### src/shtl_pkg.sv
package shtl_pkg;

	localparam int HASH_W = 32;
	localparam int IDX_W = 8;
	localparam int ROT_W = 5;
	localparam logic [ROT_W-1:0] ROT_STEP = 5'd5;

	// action codes
	localparam logic [1:0] ACT_CLEAR = 2'd0;
	localparam logic [1:0] ACT_INSERT = 2'd1;
	localparam logic [1:0] ACT_LOOKUP = 2'd2;

	typedef enum logic [1:0] {
		ST_FOUND = 2'd0,
		ST_MISSING = 2'd1,
		ST_INSERTED = 2'd2,
		ST_FULL = 2'd3
	} status_t;

	// lookup request as it walks the cell row
	typedef struct packed {
		logic valid;
		logic found;
		logic [HASH_W-1:0] hash;
		logic [IDX_W-1:0] idx;
		logic wide;
	} query_t;

	function automatic logic [HASH_W-1:0] rotl32(input logic [HASH_W-1:0] v,
			input logic [ROT_W-1:0] r);
		logic [2*HASH_W-1:0] dbl;
		begin
			dbl = {v, v} << r;
			return dbl[2*HASH_W-1:HASH_W];
		end
	endfunction

endpackage

### src/shtl_hasher.sv
module shtl_hasher (
	input logic clk,
	input logic arst_n,
	input logic absorb,
	input logic restart,
	input logic [7:0] char_byte,
	output logic [shtl_pkg::HASH_W-1:0] hash_now
);
	import shtl_pkg::*;

	logic [HASH_W-1:0] hash_q;
	logic [ROT_W-1:0] rot_q;
	logic ended_q;
	logic take;

	// a zero byte ends the key; nothing after it is hashed
	assign take = absorb && !ended_q && (char_byte != 8'd0);
	assign hash_now = take ? (hash_q ^ rotl32({24'd0, char_byte}, rot_q)) : hash_q;

	always_ff @(posedge clk or negedge arst_n) begin
		if (!arst_n) begin
			hash_q <= '0;
			rot_q <= '0;
			ended_q <= 1'b0;
		end else if (restart) begin
			hash_q <= '0;
			rot_q <= '0;
			ended_q <= 1'b0;
		end else if (absorb && !ended_q) begin
			if (char_byte == 8'd0) begin
				ended_q <= 1'b1;
			end else begin
				hash_q <= hash_now;
				rot_q <= rot_q + ROT_STEP;
			end
		end
	end

endmodule

### config.mk
export PLATFORM = sky130hd
export DESIGN_NAME = shtl_hasher
export DESIGN_NICKNAME = d
export VERILOG_FILES = /design/src/shtl_pkg.sv /design/src/shtl_hasher.sv
export SDC_FILE = /design/constraint.sdc
export NUM_CORES = 1
export LEC_CHECK = 0
export BUFFER_PORTS_ARGS = -buffer_cell sky130_fd_sc_hd__buf_2
export CORE_MARGIN = 8
export CORE_UTILIZATION = 54
export CTS_CLUSTER_SIZE = 25
export DETAILED_ROUTE_END_ITERATION = 8
export GPL_ROUTABILITY_DRIVEN = 0
export PLACE_DENSITY_LB_ADDON = 0.1
export SETUP_SLACK_MARGIN = 0.15
export SLEW_MARGIN = 30
export SYNTH_ARGS = -nofsm -noshare
export SYNTH_HDL_FRONTEND = slang
export SYNTH_SLANG_ARGS = --single-unit
### constraint.sdc
create_clock -name clk -period 4.93 [get_ports clk]
set_input_delay 0.2465 -clock clk [delete_from_list [all_inputs] [get_ports clk]]
set_output_delay 0.2465 -clock clk [all_outputs]
set_load 0.02 [all_outputs]
==> flow_metrics.py <==
metrics = {
    "sta": {
        "setup_slack_ps": 1820,
        "setup_viol": 0,
        "period_share_pct": 63.2,
        "hold_viol_final": 0,
        "relSlewSlack_pct": 41.0,
        "clock_skew_ps": 8.11,
        "fmax_ghz": 0.321,
        "setup_tns_ps": 0,
        "period_needed_ps": 3110,
        "rsz0062_at_grt": "no",
        "worst_pin_slew_ps": 885,
        "slew_violations": 0,
    },
    "yosys": {
        "synth_cell_types": 56,
        "ys_seq_elements": 38,
        "avgSynthCellArea_um2": 10.0,
        "ys_top_cells_by_area": "dfrtp_1, nor2b_1, xor2_1, mux2_2, mux4_2",
        "ys_warn_count": 0,
        "synth_nets": 287,
        "synth_cells": 274,
        "synth_flop_cell": "dfrtp_1",
        "synth_area_um2": 2740,
        "synth-async-reset-ratio_pct": 100,
        "synth_top_area_cell": "dfrtp_1",
        "synth_top_area_share_pct": 34.7,
        "ys_seq_area_share_pct": 34.7,
        "synth_edf_count": 0,
    },
    "global_route": {
        "grt_max_degree": 47,
        "grt_pass1_vias": 2241,
        "gr-usage-all-layers_pct": 18.6,
        "antenna_found_initial": 0,
        "gr-total-overflow": 0,
        "grt_pass1_wl_um": 11200,
    },
    "setup_path": {
        "startpoint": "rot_q[0]$_DFFE_PN0P_",
        "critPathRequiredTime_ps": 4680,
        "rr_worst_depth": 5,
        "cpPeakStageDelay_ps": 930,
        "crit_arrival_ps": 2870,
        "cp_slowest_cell": "dfrtp_1",
        "cp_common_cell": "mux2_2",
        "end_kind": "primary output",
        "crit_path_start_kind": "register",
        "criticalPathCategory": "register to primary output",
        "cp_cell_sequence": "mux2_2 -> mux2_2 -> a211oi_1 -> nor2_1 -> xor2_1 -> buf_2",
        "crit_fanout": 23,
        "reg2reg_from": "rot_q[0]$_DFFE_PN0P_",
    },
    "pwr": {
        "combPwrFrac_pct": 29.4,
        "clockPowerShare_pct": 30.2,
        "p_sw_share_pct": 33.0,
        "power_density_nw_per_um2": 294,
        "internal_power_mw": 0.604,
        "seqPwrFrac_pct": 40.5,
        "p_leak_nw": 1.46,
        "power_switching_mw": 0.298,
        "vdd_drop_max_mv": 0.139,
    },
    "drt": {
        "route.detailed.drc": 0,
        "wl_per_cell_um": 17.5,
        "num_vias": 2217,
        "viasPerCell": 5.87,
        "drtPass1Iterations": 4,
        "drtAntennaViolNets": 0,
        "drt_iter0_drc": 197,
        "wirelength_um": 6630,
    },
    "cts": {
        "numCtsBuffers": 5,
        "post_cts_buffers": 0,
        "clk_pin_slew_worst_paths_ps": 80,
        "cts_root_buf": "clkbuf_8",
        "clkSinkCount": 38,
        "clock_path_buffers": 2,
        "insertion_delay_ps": 290,
        "cts_tree": "yes",
        "cts_resized": 0,
        "h-tree-depth": 2,
    },
    "floorplanning": {
        "num_rows": 26,
        "die_h_um": 87.3,
        "io_pins": 44,
        "die_area_um2": 7620,
        "start_util_pct": 54.7,
        "die_x_um": 87.3,
        "core_um2": 5010,
    },
    "worst_hold_path": {
        "hold_depth": 3,
        "min_from": "absorb",
        "hp-class": "input port to register",
    },
    "cells_and_area": {
        "fill_cells": 479,
        "nNetsFinal": 321,
        "final_area_um2": 3070,
        "antenna_cells": 0,
        "drive_gt1_share_pct": 27.3,
        "syn_to_final_growth_pct": 11.8,
    },
    "run_status": {
        "status": "completed",
    },
    "placed_design": {
        "dp_slack_ps": 2190,
        "numPortBuffers": 43,
        "placed_area_um2": 2940,
        "post-dp-hpwl_um": 4710,
    },
    "run": {
        "drv_cap": 0,
    },
}
==> final timing paths <==
| path | slack, ps | to |
|---|---|---|
| setup / recovery | 1820 | hash_now[10] |
| hold / removal | 270 | ended_q$_DFFE_PN0P_ |
| setup reg to reg | 2290 | hash_q[26]$_DFFE_PN0P_ |
| hold reg to reg | 560 | hash_q[14]$_DFFE_PN0P_ |
| max in group asynchronous | 4120 | rot_q[2]$_DFFE_PN0P_ |
| min in group asynchronous | 450 | hash_q[30]$_DFFE_PN0P_ |
==> metrics by stage <==
stage / total power, mW / hold slack (ps) / instances / utilization, %
floorplan: 0.563 / -49.1 / 274 / -
global placement: 0.630 / 403 / 370 / 58.7
detailed placement: 0.635 / 410 / 370 / 58.7
CTS: 0.912 / 92.9 / 377 / 60.9
global route: 0.954 / 325 / 378 / 61.2
finish: 0.902 / 273 / 378 / 61.2
==> flip-flops by register name, indices dropped and copies added, names as in the netlist <==
| signal | count |
|---|---|
| rot_q | 5 |
| hash_q | 32 |
| ended_q | 1 |
==> cells in the final DEF (no fill, tap or decap), types with 3 or more instances in the layout <==
cell,count
a211oi_1,3
a21oi_1,8
a22oi_1,4
a32oi_1,5
buf_2,42
clkbuf_8,6
dfrtp_1,37
mux2_2,12
mux2i_1,10
mux4_2,6
nand2_1,8
nand2b_1,4
nand3_1,5
nor2_1,25
nor2b_1,32
o21ai_0,7
o21ai_1,5
o22ai_1,3
o32ai_1,4
or3_1,5
xnor2_1,13
xor2_1,18
==> cells by family (layout without fill, tap and decap cells) <==
kind of cell	after synthesis	after routing	share of synthesized area (%)
simple gates	99	99	20.7
compound gates	54	54	14.7
flops	38	38	34.7
mux	32	32	15.4
xor+xnor	31	31	9.90
buf+inv	19	53	4.11
fa+ha+maj	1	1	0.456
==> worst max-delay path: cells and delay by family (launching register included) <==
| kind | cells | cell delay, ps |
|---|---|---|
| AOI/OAI and AO/OA | 1 | 400 |
| xor gates and xnor gates | 1 | 160 |
| and+or+nand+nor | 1 | 140 |
| buffers and inverters | 1 | 180 |
| DFF | 1 | 930 |
| muxes | 2 | 760 |
==> area by class of cell <==
class | instances | area, um2 | area share [%]
Clock inverter | 1 | 30.0 | 0.979
Inverter | 2 | 7.51 | 0.245
Clock buffer | 6 | 82.6 | 2.69
Timing Repair Buffer | 44 | 228 | 7.43
Sequential cell | 38 | 952 | 31.0
Multi-Input combinational cell | 217 | 1680 | 54.8
Tap cell | 70 | 87.6 | 2.86
==> per-layer routing <==
layer / vias to the layer above / routed length [um] / GRT usage, %
met3: 7 / 388 / 4.25
met4: 0 / 68 / 4.06
met2: 65 / 3200 / 29.2
met1: 1091 / 2970 / 25.2
li1: 1054 / - / -
met5: - / 0 / 0
==> synth_stat cells (4+ instances only) <==
cell	n
or3_1	5
a32oi_1	5
xnor2_1	13
nand2_1	8
clkbuf_1	5
buf_4	4
mux2i_1	10
dfrtp_1	38
mux4_2	6
nor2b_1	32
mux2_2	12
o21ai_0	7
nor2_1	25
o32ai_1	4
a22oi_1	4
o21ai_1	5
xor2_1	18
a21oi_1	8
nand3_1	5
nand2b_1	4
==> power by group through the flow <==
stage,Combinational [mW],Sequential (mW),Clock (mW)
2_1_floorplan,0.217,0.346,0
3_3_place_gp,0.260,0.369,0
3_5_place_dp,0.264,0.370,0
4_1_cts,0.266,0.365,0.281
5_1_grt,0.290,0.370,0.294
6_report,0.265,0.365,0.272
==> timing repair <==
item,in CTS,in global routing
hold buffers,0,1
setup endpoints to repair,0,0
hold endpoints to repair,0,38
Note: power is estimated with default switching activity, not from simulation.
