==> config.mk <==
export PLATFORM = sky130hd
export DESIGN_NAME = shtl_cell
export DESIGN_NICKNAME = d
export VERILOG_FILES = /design/src/shtl_pkg.sv /design/src/shtl_cell.sv
export SDC_FILE = /design/constraint.sdc
export NUM_CORES = 1
export LEC_CHECK = 0
export BUFFER_PORTS_ARGS = -buffer_cell sky130_fd_sc_hd__buf_2
export CAP_MARGIN = 15
export CELL_PAD_IN_SITES_DETAIL_PLACEMENT = 0
export CELL_PAD_IN_SITES_GLOBAL_PLACEMENT = 1
export CORE_MARGIN = 2
export CORE_UTILIZATION = 31
export DETAILED_ROUTE_END_ITERATION = 8
export PLACE_DENSITY_LB_ADDON = 0.1
export SETUP_SLACK_MARGIN = 0.2
export SLEW_MARGIN = 40
export SYNTH_ARGS = -nofsm -noshare
export SYNTH_HDL_FRONTEND = slang
export SYNTH_SLANG_ARGS = --single-unit
==> constraint.sdc <==
create_clock -name clk -period 1.4 [get_ports clk]
set_clock_uncertainty 0.15 [all_clocks]
set_input_delay 0.07 -clock clk [delete_from_list [all_inputs] [get_ports clk]]
set_output_delay 0.07 -clock clk [all_outputs]
set_load 0.1 [all_outputs]
==> src/shtl_pkg.sv <==
package shtl_pkg;

	localparam int HASH_W = 32;
	localparam int IDX_W = 8;
	localparam int ROT_W = 5;
	localparam logic [ROT_W-1:0] ROT_STEP = 5'd5;

	// action codes
	localparam logic [1:0] ACT_CLEAR = 2'd0;
	localparam logic [1:0] ACT_INSERT = 2'd1;
	localparam logic [1:0] ACT_LOOKUP = 2'd2;

	typedef enum logic [1:0] {
		ST_FOUND = 2'd0,
		ST_MISSING = 2'd1,
		ST_INSERTED = 2'd2,
		ST_FULL = 2'd3
	} status_t;

	// lookup request as it walks the cell row
	typedef struct packed {
		logic valid;
		logic found;
		logic [HASH_W-1:0] hash;
		logic [IDX_W-1:0] idx;
		logic wide;
	} query_t;

	function automatic logic [HASH_W-1:0] rotl32(input logic [HASH_W-1:0] v,
			input logic [ROT_W-1:0] r);
		logic [2*HASH_W-1:0] dbl;
		begin
			dbl = {v, v} << r;
			return dbl[2*HASH_W-1:HASH_W];
		end
	endfunction

endpackage

==> src/shtl_cell.sv <==
module shtl_cell #(
	parameter int IDX = 0,
	parameter int CW = 9
) (
	input logic clk,
	input logic arst_n,
	input logic [CW-1:0] count,
	input logic wr_en,
	input logic [CW-1:0] wr_idx,
	input logic [shtl_pkg::HASH_W-1:0] wr_hash,
	input shtl_pkg::query_t q_in,
	output shtl_pkg::query_t q_out
);
	import shtl_pkg::*;

	localparam logic [CW-1:0] MY_IDX = CW'(IDX);

	logic [HASH_W-1:0] entry_q;
	query_t q_q;
	query_t q_next;
	logic hit;

	// entry is live only below the fill count
	assign hit = q_in.valid && !q_in.found && (MY_IDX < count) && (entry_q == q_in.hash);

	always_comb begin
		q_next = q_in;
		if (hit) begin
			q_next.found = 1'b1;
			q_next.idx = IDX_W'(IDX);
		end
	end

	always_ff @(posedge clk) begin
		if (wr_en && (wr_idx == MY_IDX)) begin
			entry_q <= wr_hash;
		end
	end

	always_ff @(posedge clk or negedge arst_n) begin
		if (!arst_n) begin
			q_q <= '0;
		end else begin
			q_q <= q_next;
		end
	end

	assign q_out = q_q;

endmodule

==> results of run 1 <==
## metal layers
layer  GRT usage, %  part of all wire [%]  vias up
li1               -                     -     1000
met5              0                     0        -
met3           3.87                   6.6       10
met1           17.8                    40      980
met4           6.16                   1.5        0
met2           26.1                    52       83
## cell usage after synthesis, drive strengths merged
cell	n
a221oi	1
a2bb2oi	1
and4b	1
dfrtp	43
edfxtp	32
inv	4
nand3	1
nand4	3
nor2	1
nor3	2
nor4	9
o211a	1
o21a	1
o31a	8
o31ai	1
xnor2	1
xor2	28
## stage by stage
stage                     hold WS [ps]  utilization (%)  instance area (sq um)  total power, W  cells
after floorplan                   -376                -                   2600         0.00296    138
after global placement           -82.3             43.5                   3540         0.00324    392
after detailed placement         -78.4             43.5                   3540         0.00324    392
after CTS                         54.6             57.8                   4700         0.00498    487
after global routing              86.3             59.4                   4830         0.00515    489
final                             87.4             59.4                   4830         0.00496    489
## sequential cells by signal, indices dropped and copies added, names as in the netlist
signal   count
q_out       43
entry_q     32
## power breakdown
part | leakage (nW) | internal (W) | switching (W) | total (W)
combinational | 1.26 | 0.000412 | 0.000674 | 0.00109
clock | 0.0823 | 0.000688 | 0.000801 | 0.00149
sequential | 0.789 | 0.00236 | 0.0000306 | 0.00239
total | 2.13 | 0.00346 | 0.00151 | 0.00496
## critical path, stage by stage, from the launching register on
cell                       delay, ps
sky130_fd_sc_hd__edfxtp_1        380
sky130_fd_sc_hd__xor2_1          170
sky130_fd_sc_hd__nor4_4          430
sky130_fd_sc_hd__nand4_1         240
sky130_fd_sc_hd__o31a_1          290
## final timing paths
path	end	cells past startpoint
setup / recovery	q_out[6]	4
hold / removal	q_out[41]	4
setup reg to reg	q_out[6]	4
hold reg to reg	q_out[41]	4
max in group asynchronous	q_out[23]	3
min in group asynchronous	q_out[25]	3
## final cells by class
type / instances / area, sq um
Sequential cell: 75 / 2040
Timing Repair Buffer: 227 / 1840
Multi-Input combinational cell: 62 / 634
Fill cell: 671 / 3300
Clock inverter: 6 / 40.0
Tap cell: 105 / 131
Inverter: 4 / 15.0
Clock buffer: 10 / 138
## logic make-up after synthesis
logic type             count (synthesis)  share of synthesized area, %
AND/OR/NAND/NOR                       17                          6.07
AO/OA/AOI/OAI                         13                          4.37
flip-flops                            75                          79.1
XOR/XNOR                              29                          9.86
buffers and inverters                  4                         0.583
## what timing repair did
action | 4_1_cts | 5_1_grt
endpoints found under the hold margin | 118 | 0
setup endpoints to repair | 52 | 38
resized for setup | 59 | 30
pin swaps | 13 | 5
cloned | 2 | 1
hold buffers | 76 | 0
buffers inserted | 1 | 1
==> flow_metrics.env, run 1 <==
export IMPL_result_of_the_run="finished, violations left"
export IMPL_violations_in_the_final_reports="negative setup slack"
export IMPL_max_slew_margin_pct=74.3
export IMPL_first_global_vias=2123
export IMPL_post_synth_main_area_contributors="sky130_fd_sc_hd__dfrtp_1, sky130_fd_sc_hd__edfxtp_1, sky130_fd_sc_hd__xor2_1"
export IMPL_seq_area_frac_synth_pct=79.1
export IMPL_crit_path_max_fanout=4
export IMPL_boundaryPins=139
export IMPL_timing_critical_path_from="entry_q[31]"
export IMPL_post_route_drc_count=0
export IMPL_antenna_left=0
export IMPL_cts_tree="built"
export IMPL_mostFrequentLayoutCell="sky130_fd_sc_hd__buf_2"
export IMPL_critPathArrivalTime_ps=1830
export IMPL_clockRootBuffer="sky130_fd_sc_hd__clkbuf_8"
export IMPL_maxClockFrequency_ghz=0.570
export IMPL_final_hold_viol_count=0
export IMPL_synthDistinctLibCells=19
export IMPL_yosys_area_top_type_share_pct=41.8
export IMPL_clock_tree_htree_level_count=3
export IMPL_detail_route_vias_per_cell=4.24
export IMPL_overflow=0
export IMPL_antenna_cells_inserted=0
export IMPL_gr_usage_all_layers_pct=15.1
export IMPL_final_layout_size_suffix_gt1_share_pct=46.9
export IMPL_finalCritPeriodShare_pct=125
export IMPL_grt_setup_unrepaired="true"
export IMPL_most_common_layout_cells="sky130_fd_sc_hd__buf_2, sky130_fd_sc_hd__dlygate4sd3_1, sky130_fd_sc_hd__dfrtp_1, sky130_fd_sc_hd__buf_6, sky130_fd_sc_hd__edfxtp_1"
export IMPL_synthesis_area_per_instance_sq_um=18.7
export IMPL_numClockSinks=75
export IMPL_setup_violations=9
export IMPL_min_path_type="primary input to flop"
export IMPL_synth_cell_area_sq_um=2570
export IMPL_worst_ir_drop_vdd_mv=0.473
export IMPL_syn_instance_count=138
export IMPL_die_area_sq_um=9050
export IMPL_powerDensity_nw_per_um2=1030
export IMPL_setup_worst_path_start_class="flop"
export IMPL_worstSetupPathType="flop to flop"
export IMPL_cts_max_path_buffers=2
export IMPL_net_count_reported_at_finish=475
export IMPL_dp_slack_ps=-397
export IMPL_timing_worst_slew_pin_value_ps=382
export IMPL_dieHeight_um=95.1
export IMPL_cts_buffers_inserted=9
export IMPL_grt_start_max_net_pins=44
export IMPL_finalSetupTns_ps=-3050
export IMPL_core_area_sq_um=8130
export IMPL_synth_ff_latch_count=75
export IMPL_final_setup_worst_slack_ps=-356
export IMPL_total_leakage_power_nw=2.13
export IMPL_global_route_wire_length_before_repair_um=10100
export IMPL_wire_per_inst_um=13.7
export IMPL_fp_dieW_um=95.1
export IMPL_placement_rows=33
export IMPL_worst_endpoint_required_ps=1470
export IMPL_timing_critical_path_to_type="flop"
export IMPL_reg2reg_setup_slack_ps=-360
export IMPL_syn_nets=234
export IMPL_vias=2073
export IMPL_first_iter_violations=66
export IMPL_grt_antenna_before_repair=0
export IMPL_routed_wirelength_um=6720
export IMPL_hold_start="q_in[32]"
export IMPL_dpl_hpwl_um=4080
export IMPL_gp_routability_congestion=0.665
export IMPL_syn_to_final_growth_pct=87.7
export IMPL_initial_utilization_pct=31.7
export IMPL_numPortBuffers=138
export IMPL_first_pass_iters=4
export IMPL_timing_max_cap_violations=0
export IMPL_source_of_the_worst_register_to_register_timing_path="entry_q[31]"
export IMPL_insertion_delay_ps=330
export IMPL_finalWorstPathRequiredPeriod_ps=1760
export IMPL_yosysTopAreaCell="sky130_fd_sc_hd__dfrtp_1"
export IMPL_path_clk_slew_ps=80
export IMPL_slew_violations=0
export IMPL_yosysWarningCount=0
Power figures use the tool's default switching activity.
==> run 2: changes to the inputs <==
--- a/config.mk
+++ b/config.mk
@@ -6,5 +6,5 @@
 export NUM_CORES = 1
 export LEC_CHECK = 0
-export BUFFER_PORTS_ARGS = -buffer_cell sky130_fd_sc_hd__buf_2
+export BUFFER_PORTS_ARGS = -buffer_cell sky130_fd_sc_hd__buf_4
 export CAP_MARGIN = 15
 export CELL_PAD_IN_SITES_DETAIL_PLACEMENT = 0
@@ -15,4 +15,5 @@
 export PLACE_DENSITY_LB_ADDON = 0.1
 export SETUP_SLACK_MARGIN = 0.2
+export SKIP_LAST_GASP = 1
 export SLEW_MARGIN = 40
 export SYNTH_ARGS = -nofsm -noshare
--- a/constraint.sdc
+++ b/constraint.sdc
@@ -3,3 +3,3 @@
 set_input_delay 0.07 -clock clk [delete_from_list [all_inputs] [get_ports clk]]
 set_output_delay 0.07 -clock clk [all_outputs]
-set_load 0.1 [all_outputs]
+set_load 0.005 [all_outputs]
==> run 2 against run 1 <==
Compared with the run above:
- the flow still finishes with violations (negative setup slack)
- critical path depth grew 1
- via count shrank 1.2%
- first-iteration DRC count shrank 55%
- combinational power shrank 41%
- design area grew 3.1%
- register-to-register slack is essentially flat
- non-clock buffer count shrank 1
- sequential power is essentially flat
- highest routed layer unchanged
==> flow_metrics.env, run 2 (synthesis results as in run 1) <==
export IMPL_first_global_vias=2202
export IMPL_powerDensity_nw_per_um2=995
export IMPL_source_of_the_worst_register_to_register_timing_path="entry_q[15]"
export IMPL_final_layout_size_suffix_gt1_share_pct=46.9
export IMPL_timing_critical_path_to_type="flop"
export IMPL_post_route_drc_count=0
export IMPL_routed_wirelength_um=6690
export IMPL_finalWorstPathRequiredPeriod_ps=1740
export IMPL_antenna_left=0
export IMPL_timing_critical_path_from="entry_q[15]"
export IMPL_timing_worst_slew_pin_value_ps=570
export IMPL_hold_start="q_in[32]"
export IMPL_clock_tree_htree_level_count=3
export IMPL_grt_antenna_before_repair=0
export IMPL_path_clk_slew_ps=80
export IMPL_most_common_layout_cells="sky130_fd_sc_hd__buf_4, sky130_fd_sc_hd__dlygate4sd3_1, sky130_fd_sc_hd__dfrtp_1, sky130_fd_sc_hd__edfxtp_1, sky130_fd_sc_hd__xor2_1"
export IMPL_crit_slowest_cell="sky130_fd_sc_hd__edfxtp_1"
export IMPL_min_path_type="primary input to flop"
export IMPL_core_area_sq_um=8130
export IMPL_fp_dieW_um=95.1
export IMPL_layout_cells_non_filler=487
export IMPL_timing_max_cap_violations=0
export IMPL_antenna_cells_inserted=0
export IMPL_numClockSinks=75
export IMPL_cts_buffers_inserted=9
export IMPL_cts_max_path_buffers=2
export IMPL_result_of_the_run="finished, violations left"
export IMPL_grt_start_max_net_pins=44
export IMPL_numPortBuffers=138
export IMPL_multiInputGateArea_sq_um=653
export IMPL_wire_per_inst_um=13.7
export IMPL_dp_slack_ps=-400
export IMPL_postPlaceCellArea_sq_um=3850
export IMPL_vias=2049
export IMPL_global_route_wire_length_before_repair_um=10500
export IMPL_finalPower_w=0.00496
export IMPL_die_area_sq_um=9050
export IMPL_dp_cells=389
export IMPL_syn_to_final_growth_pct=93.5
export IMPL_crit_path_max_fanout=5
export IMPL_critPathArrivalTime_ps=1800
export IMPL_placement_rows=33
export IMPL_violations_in_the_final_reports="negative setup slack"
export IMPL_gr_usage_all_layers_pct=15.6
export IMPL_finalCritPeriodShare_pct=124
export IMPL_total_leakage_power_nw=2.20
export IMPL_dpl_hpwl_um=4370
export IMPL_gp_routability_congestion=0.675
export IMPL_worst_endpoint_required_ps=1460
export IMPL_first_iter_violations=30
export IMPL_worst_ir_drop_vdd_mv=0.567
export IMPL_dieHeight_um=95.1
export IMPL_maxClockFrequency_ghz=0.574
export IMPL_max_slew_margin_pct=62.0
export IMPL_insertion_delay_ps=330
export IMPL_overflow=0
export IMPL_fillerInstances=657
export IMPL_detail_route_vias_per_cell=4.21
export IMPL_final_setup_worst_slack_ps=-342
export IMPL_slowest_delay_ps=390
export IMPL_cts_tree="built"
export IMPL_critical_path_cell_chain="xor2_1, nor4_4, buf_4, nand4_4, o31a_1"
export IMPL_first_pass_iters=4
export IMPL_worstSetupPathType="flop to flop"
export IMPL_setup_worst_path_start_class="flop"
export IMPL_boundaryPins=139
export IMPL_final_hold_viol_count=0
export IMPL_slew_violations=0
export IMPL_net_count_reported_at_finish=473
export IMPL_initial_utilization_pct=31.7
export IMPL_final_area_sq_um=4980
export IMPL_mostFrequentLayoutCell="sky130_fd_sc_hd__buf_4"
export IMPL_grt_setup_unrepaired="true"
export IMPL_largest_register_ff_count=43
export IMPL_ff_latch_area_sq_um=2040
export IMPL_holdWs_ps=69.3
export IMPL_clockRootBuffer="sky130_fd_sc_hd__clkbuf_8"
export IMPL_setup_violations=9
==> run 2: final timing paths <==
| kind | endpoint | slack (ps) | cells after the start |
|---|---|---|---|
| max in group asynchronous | q_out[21] | 580 | 2 |
| max reg2reg | q_out[5] | -340 | 5 |
| min | q_out[41] | 70 | 4 |
| min reg2reg | q_out[41] | 680 | 4 |
| max | q_out[5] | -340 | 5 |
| min in group asynchronous | q_out[37] | 120 | 2 |
==> run 2: layer usage <==
metal,up-vias,wire length (um),part of all wire [%],GRT usage (%)
met4,0,99,1.5,6.52
met2,83,3480,52,26.6
met3,9,474,7.1,3.87
li1,987,-,-,-
met1,970,2640,39,18.8
met5,-,0,0,0
==> run 2: where the power goes <==
part	internal [W]	leakage, nW	total [W]	switching [W]
logic	0.000435	1.30	0.000639	0.000204
clock network	0.00118	0.114	0.00194	0.000757
registers	0.00236	0.789	0.00238	0.0000187
==> run 2: stage by stage <==
stage / utilization [%] / setup TNS [ps]
finish: 61.3 / -2860
global route: 61.3 / -3610
floorplan: - / -1650
CTS: 61.0 / -2980
global placement: 47.4 / -3280
detailed placement: 47.4 / -3460
==> run 2: timing repair <==
item,in CTS,in global routing
pin swaps,17,13
hold endpoints to repair,118,0
cloned,2,0
hold buffers,76,0
setup endpoints to repair,9,9
setup buffers,3,1
gates resized for setup,8,2
==> run 2: critical path: cells and delay by family, from the launching register on <==
| family | cells | cell delay [ps] |
|---|---|---|
| AND/OR/NAND/NOR | 2 | 400 |
| flip-flops | 1 | 390 |
| AO/OA/AOI/OAI | 1 | 310 |
| buffers and inverters | 1 | 190 |
| XOR/XNOR | 1 | 180 |
==> run 2: cell type report <==
class                   count  area share [%]
clock buffers              11            2.64
clock inverters             5            2.06
inverters                   4           0.301
multi-input cells          61            13.1
flip-flops and latches     75            40.9
well taps                 105            2.64
repair buffers            226            38.4
==> run 3: changes to the inputs <==
Settings changed: SKIP_CTS_REPAIR_TIMING set to 1.
==> run 3 against run 2 <==
Compared with the run above:
- register-to-register slack gained 20 ps
- first-iteration DRC count is 43% higher
- global-route usage fell by 2.5 points
- fmax up 0.95%
- worst hold slack better by 1.3 ps
- highest routed layer unchanged
- cell count fell by 0.82%
- the run still ends with negative setup slack left
==> flow_metrics.env, run 3 (synthesis results as in run 1) <==
export IMPL_grt_setup_unrepaired="true"
export IMPL_net_count_reported_at_finish=469
export IMPL_grt_antenna_before_repair=0
export IMPL_syn_to_final_growth_pct=90.5
export IMPL_vias=2026
export IMPL_clock_tree_htree_level_count=3
export IMPL_global_route_wire_length_before_repair_um=8780
export IMPL_total_leakage_power_nw=2.16
export IMPL_placement_rows=33
export IMPL_min_path_type="primary input to flop"
export IMPL_critPathArrivalTime_ps=1790
export IMPL_final_layout_size_suffix_gt1_share_pct=46.3
export IMPL_setup_violations=9
export IMPL_worst_endpoint_required_ps=1460
export IMPL_maxClockFrequency_ghz=0.580
export IMPL_first_pass_iters=3
export IMPL_insertion_delay_ps=330
export IMPL_timing_worst_slew_pin_value_ps=581
export IMPL_powerDensity_nw_per_um2=1010
export IMPL_timing_critical_path_to_type="flop"
export IMPL_violations_in_the_final_reports="negative setup slack"
export IMPL_first_global_vias=1826
export IMPL_result_of_the_run="finished, violations left"
export IMPL_final_setup_worst_slack_ps=-325
export IMPL_largest_register_ff_count=43
export IMPL_setup_worst_path_start_class="flop"
export IMPL_worst_ir_drop_vdd_mv=0.570
export IMPL_most_common_layout_cells="sky130_fd_sc_hd__buf_4, sky130_fd_sc_hd__dlygate4sd3_1, sky130_fd_sc_hd__dfrtp_1, sky130_fd_sc_hd__edfxtp_1, sky130_fd_sc_hd__xor2_1"
export IMPL_dieHeight_um=95.1
export IMPL_wire_per_inst_um=13.8
export IMPL_final_hold_viol_count=0
export IMPL_routed_wirelength_um=6640
export IMPL_cts_buffers_inserted=9
export IMPL_dp_cells=389
export IMPL_finalCritPeriodShare_pct=123
export IMPL_mostFrequentLayoutCell="sky130_fd_sc_hd__buf_4"
export IMPL_first_iter_violations=43
export IMPL_fillerInstances=667
export IMPL_boundaryPins=139
export IMPL_core_area_sq_um=8130
export IMPL_clockRootBuffer="sky130_fd_sc_hd__clkbuf_8"
export IMPL_overflow=0
export IMPL_numPortBuffers=138
export IMPL_antenna_left=0
export IMPL_layout_cells_non_filler=483
export IMPL_cts_tree="built"
export IMPL_antenna_cells_inserted=0
export IMPL_finalSetupTns_ps=-2710
export IMPL_cts_max_path_buffers=2
export IMPL_finalWorstPathRequiredPeriod_ps=1730
export IMPL_detail_route_vias_per_cell=4.19
export IMPL_slew_violations=0
export IMPL_gp_routability_congestion=0.675
export IMPL_numClockSinks=75
export IMPL_max_slew_margin_pct=61.3
export IMPL_path_clk_slew_ps=80
export IMPL_worstSetupPathType="flop to flop"
export IMPL_dpl_hpwl_um=4370
export IMPL_timing_max_cap_violations=0
export IMPL_die_area_sq_um=9050
export IMPL_crit_path_max_fanout=9
export IMPL_initial_utilization_pct=31.7
export IMPL_grt_start_max_net_pins=44
export IMPL_post_route_drc_count=0
export IMPL_fp_dieW_um=95.1
export IMPL_gr_usage_all_layers_pct=13.1
[run 3: worst max-delay path, cell delays in order (launching register included)]
cell and delay, ps:
sky130_fd_sc_hd__edfxtp_1 380, sky130_fd_sc_hd__xor2_1 150, sky130_fd_sc_hd__a221oi_1 260, sky130_fd_sc_hd__nand4_2 280, sky130_fd_sc_hd__o31a_1 380
[run 3: power by group]
part	total, W	switching [W]	internal (W)
clock network	0.00194	0.000760	0.00118
registers	0.00238	0.0000189	0.00236
logic	0.000623	0.000194	0.000429
[run 3: per-stage QoR]
step                      hold slack, ps  utilization, %  instance area [sq um]  worst slack, ps  total power (W)
final                               70.7            60.3                   4900             -325          0.00494
after global routing                71.5            60.3                   4900             -397          0.00514
after CTS                           -411            50.2                   4090             -419          0.00483
after detailed placement           -34.6            47.4                   3850             -400          0.00287
after global placement             -42.2            47.4                   3850             -371          0.00287
after floorplan                     -376               -                   2600             -190          0.00249
[run 3: routing by layer]
metal	global-route usage [%]	share of wire (%)
met5	0	0
met1	15.8	38
met4	6.16	1.2
met2	21.1	53
met3	4.51	7.3
[run 3: cell type report]
cell class	instances	area, sq um	share of cell area, %
Clock inverter	5	103	2.09
Inverter	4	15.0	0.306
Sequential cell	75	2040	41.5
Tap cell	105	131	2.68
Clock buffer	11	131	2.68
Multi-Input combinational cell	60	594	12.1
Timing Repair Buffer	223	1890	38.6
[run 3: worst paths after layout]
| path | start | end | slack (ps) | cells past startpoint |
|---|---|---|---|---|
| max | entry_q[21] | q_out[2] | -330 | 4 |
| min | q_in[32] | q_out[41] | 70 | 4 |
| max reg2reg | entry_q[21] | q_out[2] | -330 | 4 |
| min reg2reg | entry_q[8] | q_out[41] | 660 | 4 |
| max in group asynchronous | arst_n | q_out[21] | 570 | 2 |
| min in group asynchronous | arst_n | q_out[37] | 130 | 2 |
